## src/hdl/skvt_pkg.sv

```systemverilog
package skvt_pkg;

   // Fixed field widths of the command and response transactions.
   localparam int unsigned CmdW    = 2;
   localparam int unsigned KeyW    = 64;
   localparam int unsigned LenW    = 4;
   localparam int unsigned ValW    = 64;
   localparam int unsigned StatusW = 3;
   localparam int unsigned CountW  = 7;

   typedef enum logic [CmdW-1:0] {
      CMD_GET    = 2'd0,
      CMD_PUT    = 2'd1,
      CMD_DELETE = 2'd2,
      CMD_NONE   = 2'd3
   } cmd_type;

   typedef enum logic [StatusW-1:0] {
      ST_OK         = 3'd0,
      ST_NOT_FOUND  = 3'd1,
      ST_FULL       = 3'd2,
      ST_BAD_KEY    = 3'd3,
      ST_VALUE_LONG = 3'd4
   } status_type;

   // Control broadcast from the sequencer to every cell.
   typedef struct packed {
      logic cmp_en;   // latch compare flags against the incoming key
      logic ins;      // insert: shift up from the insertion point
      logic upd;      // overwrite the value of the matching cell
      logic del;      // delete: shift down from the matching cell
   } ctl_type;

   // Mask that keeps the first n bytes of a 64-bit word, counting from the top.
   function automatic logic [63:0] top_mask(input logic [LenW-1:0] n);
      logic [6:0] sh;
      logic [63:0] m;
      sh = 7'd64 - {n[3:0], 3'b000};
      if (n == '0) begin
         m = '0;
      end else if (n >= 4'd8) begin
         m = '1;
      end else begin
         m = ~64'd0 << sh;
      end
      return m;
   endfunction

endpackage

```

## src/hdl/skvt_cell.sv

```systemverilog
module skvt_cell #(
   parameter int unsigned INDEX  = 0,
   parameter int unsigned KEY_W  = 64,
   parameter int unsigned VAL_W  = 64,
   parameter int unsigned CNT_W  = 7
) (
   input  logic                          clock,
   input  skvt_pkg::ctl_type             ctl,
   input  logic [CNT_W-1:0]              count,
   // Broadcast key and value of the transaction in flight.
   input  logic [KEY_W-1:0]              new_key,
   input  logic [skvt_pkg::LenW-1:0]     new_key_len,
   input  logic [VAL_W-1:0]              new_val,
   input  logic [skvt_pkg::LenW-1:0]     new_val_len,
   // Entry and order flag of the lower neighbor.
   input  logic                          left_lt,
   input  logic [KEY_W-1:0]              left_key,
   input  logic [skvt_pkg::LenW-1:0]     left_key_len,
   input  logic [VAL_W-1:0]              left_val,
   input  logic [skvt_pkg::LenW-1:0]     left_val_len,
   // Entry of the upper neighbor.
   input  logic [KEY_W-1:0]              right_key,
   input  logic [skvt_pkg::LenW-1:0]     right_key_len,
   input  logic [VAL_W-1:0]              right_val,
   input  logic [skvt_pkg::LenW-1:0]     right_val_len,
   // This cell's entry and compare flags.
   output logic [KEY_W-1:0]              key,
   output logic [skvt_pkg::LenW-1:0]     key_len,
   output logic [VAL_W-1:0]              val,
   output logic [skvt_pkg::LenW-1:0]     val_len,
   output logic                          lt,
   output logic                          eq
);

   logic [KEY_W-1:0]          key_ff, key_in;
   logic [skvt_pkg::LenW-1:0] key_len_ff, key_len_in;
   logic [VAL_W-1:0]          val_ff, val_in;
   logic [skvt_pkg::LenW-1:0] val_len_ff, val_len_in;
   logic                      lt_ff, lt_in;
   logic                      eq_ff, eq_in;

   logic                      live;
   logic [skvt_pkg::LenW-1:0] min_len;
   logic [KEY_W-1:0]          cmp_mask;
   logic [KEY_W-1:0]          pa;
   logic [KEY_W-1:0]          pb;

   // The cell holds a live entry when it sits below the entry count.
   assign live = count > CNT_W'(INDEX);

   // Compare the stored key with the incoming one over their common prefix.
   always_comb begin
      logic [63:0] full_mask;
      min_len   = (key_len_ff < new_key_len) ? key_len_ff : new_key_len;
      full_mask = skvt_pkg::top_mask(min_len);
      cmp_mask  = full_mask[63 -: KEY_W];
      pa        = key_ff & cmp_mask;
      pb        = new_key & cmp_mask;
      lt_in     = lt_ff;
      eq_in     = eq_ff;
      if (ctl.cmp_en) begin
         lt_in = live && ((pa < pb) || ((pa == pb) && (key_len_ff < new_key_len)));
         eq_in = live && (pa == pb) && (key_len_ff == new_key_len);
      end
   end

   // Entry update: take the new entry, a neighbor's entry, or a new value.
   always_comb begin
      key_in     = key_ff;
      key_len_in = key_len_ff;
      val_in     = val_ff;
      val_len_in = val_len_ff;
      if (ctl.ins && !lt_ff) begin
         if (left_lt) begin
            key_in     = new_key;
            key_len_in = new_key_len;
            val_in     = new_val;
            val_len_in = new_val_len;
         end else begin
            key_in     = left_key;
            key_len_in = left_key_len;
            val_in     = left_val;
            val_len_in = left_val_len;
         end
      end else if (ctl.upd && eq_ff) begin
         val_in     = new_val;
         val_len_in = new_val_len;
      end else if (ctl.del && !lt_ff) begin
         key_in     = right_key;
         key_len_in = right_key_len;
         val_in     = right_val;
         val_len_in = right_val_len;
      end
   end

   always_ff @(posedge clock) begin
      key_ff     <= key_in;
      key_len_ff <= key_len_in;
      val_ff     <= val_in;
      val_len_ff <= val_len_in;
      lt_ff      <= lt_in;
      eq_ff      <= eq_in;
   end

   assign key     = key_ff;
   assign key_len = key_len_ff;
   assign val     = val_ff;
   assign val_len = val_len_ff;
   assign lt      = lt_ff;
   assign eq      = eq_ff;

endmodule

```

## config.mk

```make
export PLATFORM = sky130hd
export DESIGN_NAME = skvt_cell
export DESIGN_NICKNAME = d
export VERILOG_FILES = /design/src/hdl/skvt_pkg.sv /design/src/hdl/skvt_cell.sv
export SDC_FILE = /design/constraint.sdc
export NUM_CORES = 1
export LEC_CHECK = 0
export ABC_AREA = 1
export BUFFER_PORTS_ARGS = -buffer_cell sky130_fd_sc_hd__buf_2
export CAP_MARGIN = 5
export CORE_AREA = 2 2 219 221
export DETAILED_ROUTE_END_ITERATION = 6
export DIE_AREA = 0 0 221 223
export REMOVE_ABC_BUFFERS = 1
export SYNTH_ARGS = -nofsm -noshare
export SYNTH_HDL_FRONTEND = slang
export SYNTH_SLANG_ARGS = --single-unit
```

## constraint.sdc

```tcl
create_clock -name clock -period 7.4 [get_ports clock]
set_input_delay 0.74 -clock clock [delete_from_list [all_inputs] [get_ports clock]]
set_output_delay 0.74 -clock clock [all_outputs]
set_load 0.01 [all_outputs]
```

# Word-level counts from Yosys, hierarchy flattened
# Cells that the tools add are included.
[classes] reduce_logical=13 n_addsub=1 bitwise_logic=2 shift=1 muxes=19 n_lt_le_gt_ge=4 eq_ne=3
[ops] cell="$mux W64" count=10
[ops] cell="$and A64 B64 Y64" count=2
[ops] cell="$eq A64 B64 Y1" count=1
[ops] cell="$lt A64 B64 Y1" count=1
[ops] cell="$shl A64 B7 Y64 const A" count=1
[ops] cell="$mux W4" count=9
[ops] cell="$gt A7 B1 Y1 const B" count=1
[ops] cell="$logic_and A1 B1 Y1" count=7
[ops] cell="$sub A7 B7 Y7 const A" count=1
[ops] cell="$eq A4 B4 Y1" count=1
[ops] cell="$ge A4 B4 Y1 const B" count=1
[ops] cell="$logic_not A4 Y1" count=1
[ops] cell="$lt A4 B4 Y1" count=1
[ops] cell="$reduce_bool A3 Y1" count=1
[ops] cell="$ne A2 B2 Y1 const B" count=1
[ops] cell="$reduce_and A2 Y1" count=1
[ops] cell="$reduce_bool A2 Y1" count=1
[ops] cell="$logic_not A1 Y1" count=1
[ops] cell="$logic_or A1 B1 Y1" count=1
[totals] ff_bits=138 word_cells=49

# Longest topological paths before layout
[logic_depth] ltp_word=11 depth_mapped=27

# Least setup slack after synthesis
# OpenSTA, ideal clock, no wires.
[synth_path] kind="input port to flip-flop" from="input ctl[1] (netlist bit)" to="register key_ff[0] (netlist: key[0]) (enable)" setup_time_ps=588 slack_ps=749 t_arrival_ps=6063 n_path_buf=2 stages=5 cell_sequence="nand2_1 -> inv_2 -> clkbuf_1 -> clkbuf_1 -> o21ai_0"
[synth_between] elab_chain_cells=3
[synth_rtl] element="start, declared" line="skvt_cell.sv:8" rtl="input skvt_pkg::ctl_type ctl,"
[synth_rtl] element="$logic_and A1 B1 Y1" line="skvt_cell.sv:85" rtl="end else if (ctl.upd && eq_ff) begin"
[synth_rtl] element="$ne A2 B2 Y1 (no line)"
[synth_rtl] element="$reduce_and A2 Y1 (no line)"
[synth_rtl] element="end signal, assigned" line="skvt_cell.sv:97" rtl="key_ff <= key_in;"
[synth_rtl] element="end, declared" line="skvt_cell.sv:35" rtl="logic [KEY_W-1:0] key_ff, key_in;"
# No other way between the ends.
# A chain may end at the register's enable or synchronous reset.

# Worst setup path in the final report
[layout_path] from="register key_len_ff (netlist bit key_len[3])" to="register eq_ff (netlist: eq), data pin"
[layout_between] elab_chain_cells=10 elab_cells_between_ends=14 cone_classes="add/sub (1); order compare (2); eq/ne (2); shift (1); mux (3); bitwise (2); reduce/logical (3)"
[layout_rtl] element="start, declared" line="skvt_cell.sv:36" rtl="logic [skvt_pkg::LenW-1:0] key_len_ff, key_len_in;"
[layout_rtl] element="start signal, assigned" line="skvt_cell.sv:98" rtl="key_len_ff <= key_len_in;"
[layout_rtl] element="$lt A4 B4 Y1" line="skvt_cell.sv:54" rtl="min_len = (key_len_ff < new_key_len) ? key_len_ff : new_key_len;"
[layout_rtl] element="$mux W4" line="skvt_cell.sv:54"
[layout_rtl] element="$sub A7 B7 Y7" line="skvt_pkg.sv:38" rtl="sh = 7'd64 - {n[3:0], 3'b000};"
[layout_rtl] element="$shl A64 B7 Y64" line="skvt_pkg.sv:44" rtl="m = ~64'd0 << sh;"
[layout_rtl] element="$mux W64" line="skvt_pkg.sv:41" rtl="end else if (n >= 4'd8) begin"
[layout_rtl] element="$mux W64" line="skvt_pkg.sv:39" rtl="if (n == '0) begin"
[layout_rtl] element="$and A64 B64 Y64 (on tied branches)" line="skvt_cell.sv:57, skvt_cell.sv:58"
[layout_rtl] element="$eq A64 B64 Y1" line="skvt_cell.sv:63" rtl="eq_in = live && (pa == pb) && (key_len_ff == new_key_len);"
[layout_rtl] element="$logic_and A1 B1 Y1" line="skvt_cell.sv:63"
[layout_rtl] element="$logic_and A1 B1 Y1 (*)" line="skvt_cell.sv:63"
[layout_rtl] element="end signal, assigned" line="skvt_cell.sv:102" rtl="eq_ff <= eq_in;"
[layout_rtl] element="end, declared" line="skvt_cell.sv:40" rtl="logic eq_ff, eq_in;"
# Mark *: on every way between the ends. The rest lies on a longest branch, timed or not.

==> run_results.csv <==
group,metric,value,unit
run_status,status,"finished clean",
detailed_routing,ant_nets,0,
global_route,gr-usage-all-layers,16.7,%
pwr,peakVddDrop,0.195,mV
layout,nets,2310,
clock_tree,clkTransAtPathRegs,60,ps
synth,yosys.area.top_type_share,40.1,%
critical_path,required,7700,ps
detailed_routing,route.vias.total,11600,
critical_path,r2r_end,"eq",
layout,drive_above_1_share,35.8,%
layout,mostFrequentLayoutCell,"buf_2",
synth,synth_cell_types,33,
synth,ys_warn_count,0,
floorplan,core_area,47100,sq um
placed_design,dp_slack,2930,ps
critical_path,cp_cell_sequence,"ha_1 > nand2_1 > clkinv_2 > nand2_4 > nand3b_1 > nand2_4 > nand3_2 > nand2_2 > nand3_4 > nand3_4 > nor2_1 > ha_1 > nand2_1 > nor2_1 > nand4_1 > inv_1 > nand2_1 > nor3_1 > nand2_1 > nor3_1",
layout,fill_cells,5108,
synth,synth_area_leader_cell,"edfxtp_1",
detailed_routing,route.detailed.drc,0,
pwr,power,4.60,mW
floorplan,fp.dieH,223,microns
synth,synth-seq-area-share,40.1,%
timing,finalHoldViolCount,0,
layout,mostFrequentLayoutCells,"557 x buf_2, 233 x nand2_1, 190 x nor2_1, 167 x a21oi_1, 138 x edfxtp_1",
timing,relSlewSlack,35.2,%
timing,fmax,240,MHz
timing,rsz0062_at_grt,"no",
timing,setup_ws,3230,ps
synth,synthFlopType,"edfxtp_1",
synth,postSynthCellCount,1311,
critical_path,worst_setup_path_start_kind,"flop",
hold_path,hold_path_end,"eq",
global_route,grt_first_pass_wirelength,63900,microns
critical_path,r2r_start,"key_len[3]",
detailed_routing,viasPerCell,4.72,
global_route,grt_pass1_vias,11400,
critical_path,reg2reg_slack,3230,ps
placed_design,routabilityCongestion,0.926,
synth,syn_area_per_cell,7.88,sq um
critical_path,arrival,4470,ps
synth,synth-async-reset-ratio,0,%
synth,netlist_top_cells_area,"edfxtp_1 40%, ha_1 8.6%, nand2_1 8.5%",
critical_path,crit_path_end_kind,"flop",
timing,final-setup-viol-count,0,
layout,area_growth,37.6,%
placed_design,portBuffers,558,
floorplan,start_util,21.9,%
critical_path,worstRegToRegCells,20,
floorplan,dieArea,49300,sq um
hold_path,hp-start,"ctl[3]",
floorplan,rows,80,
timing,finClkSkew,6.61,ps
clock_tree,cts_hold_buf,0,
critical_path,slowest_delay,540,ps
timing,tns,0,ps
clock_tree,clkLatencyLatePin,480,ps
layout,multiInputGateArea,5470,sq um
clock_tree,numCtsBuffers,17,
clock_tree,cts-root-buf,"clkbuf_16",
clock_tree,clk_path_buf_depth,2,
synth,netlist_area,10300,sq um
clock_tree,clock_sinks,138,
hold_path,hold_depth,1,
timing,slew_violations,0,
flow_run,maxCapViolCount,0,
layout,regArea,4140,sq um
pwr,cellLeakagePower,6.71,nW
placed_design,hpwl,32800,microns
detailed_routing,drt-initial-drc-count,651,
global_route,grt_max_degree,73,
timing,worst_pin_slew,973,ps
detailed_routing,first_pass_iters,5,
floorplan,ioPinCount,559,
placed_design,placed_area,13700,sq um
detailed_routing,wl_per_cell,17.2,microns
synth,synth_seq_cells,138,
synth,synth_edf_count,138,
clock_tree,cts_setup_buffers,0,
clock_tree,htreeDepth,4,
clock_tree,cts_resized,0,
critical_path,path_class,"flop to flop",
global_route,antenna_found_initial,10,
timing,min_period,4170,ps
critical_path,path_max_fanout,46,
pwr,powerDensity,324,nW/um^2
critical_path,crit_slowest_cell,"edfxtp_1",
global_route,grt_overflow,0,
hold_path,hold_class,"primary input to flop",
layout,design_area,14200,sq um
floorplan,die_w,221,microns
critical_path,path_common_cell,"nand2_1",
timing,post-route-period-util,56.3,%
detailed_routing,wirelength,42100,microns
clock_tree,cts_tree,"built",
[state kept, by name, summed over array words and instances (netlist names)]
signal / count
val: 64
key: 64
val_len: 4
key_len: 4
lt: 1
eq: 1
[metrics by stage]
stage / util, % / hold WS, ps / cells
after floorplan: - / 852 / 1227
after detailed placement: 29.0 / 957 / 2414
final: 30.1 / 484 / 2451
after global routing: 30.1 / 448 / 2451
after global placement: 29.0 / 930 / 2414
after CTS: 30.1 / 434 / 2446
[cell type report]
type / instances / share of cell area (%)
sequential: 138 / 29.2
clock buffer: 17 / 2.99
antenna: 5 / 0.0880
multi-input combinational: 993 / 38.5
inverter: 96 / 2.61
timing repair buffer: 572 / 20.4
tap: 615 / 5.41
clock inverter: 15 / 0.810
[critical path, delay by kind of cell, from the launching register on]
family	cells	cell delay, ps
flip-flops	1	540
adder cells (fa/ha/maj)	2	690
buffers and inverters	2	170
AND/OR/NAND/NOR	16	2600
[routing by layer]
metal	vias up	track usage, %	part of all wire, %
li1	5601	-	-
met1	5435	20.2	42
met2	447	28.3	49
met3	79	4.03	6.2
met4	6	7.27	3.0
met5	-	0	0.12
[Yosys cell counts (2+ instances only)]
cell / number
ha_1: 71
nand4_1: 47
buf_1: 8
nand2_2: 15
clkbuf_1: 63
nor2_1: 191
nand2_1: 235
nor2_2: 9
o21ai_0: 77
nor3_1: 5
nand3b_1: 4
buf_2: 9
inv_1: 91
a21o_1: 2
buf_8: 4
nand3_4: 6
edfxtp_1: 138
o211ai_1: 68
nand3_2: 2
o21a_1: 4
nor4_1: 2
nand3_1: 76
a21oi_1: 167
inv_2: 3
nand2_4: 6
[logic make-up after synthesis]
group,after synthesis,synth area share (%)
compound gates,321,17.7
fa+ha+maj,71,8.60
buf+inv,180,7.15
flops,138,40.1
simple gates,601,26.4
[worst max-delay path by stage]
stage                               from  endpoint  slack (ps)  depth (start not counted)
after floorplan                   ctl[2]    val[0]       -3140                          4
after global placement    new_key_len[3]        lt        3000                         25
after detailed placement  new_key_len[3]        eq        2930                         22
after CTS                     key_len[3]        lt        3220                         15
after global routing          key_len[3]        lt        2780                         21
final                         key_len[3]        eq        3230                         20
[where the power goes]
group	total [mW]	switching, mW	internal, mW
Clock	0.813	0.383	0.430
Combinational	2.43	1.56	0.864
Sequential	1.36	0.113	1.25
(Power assumes the default switching activity.)
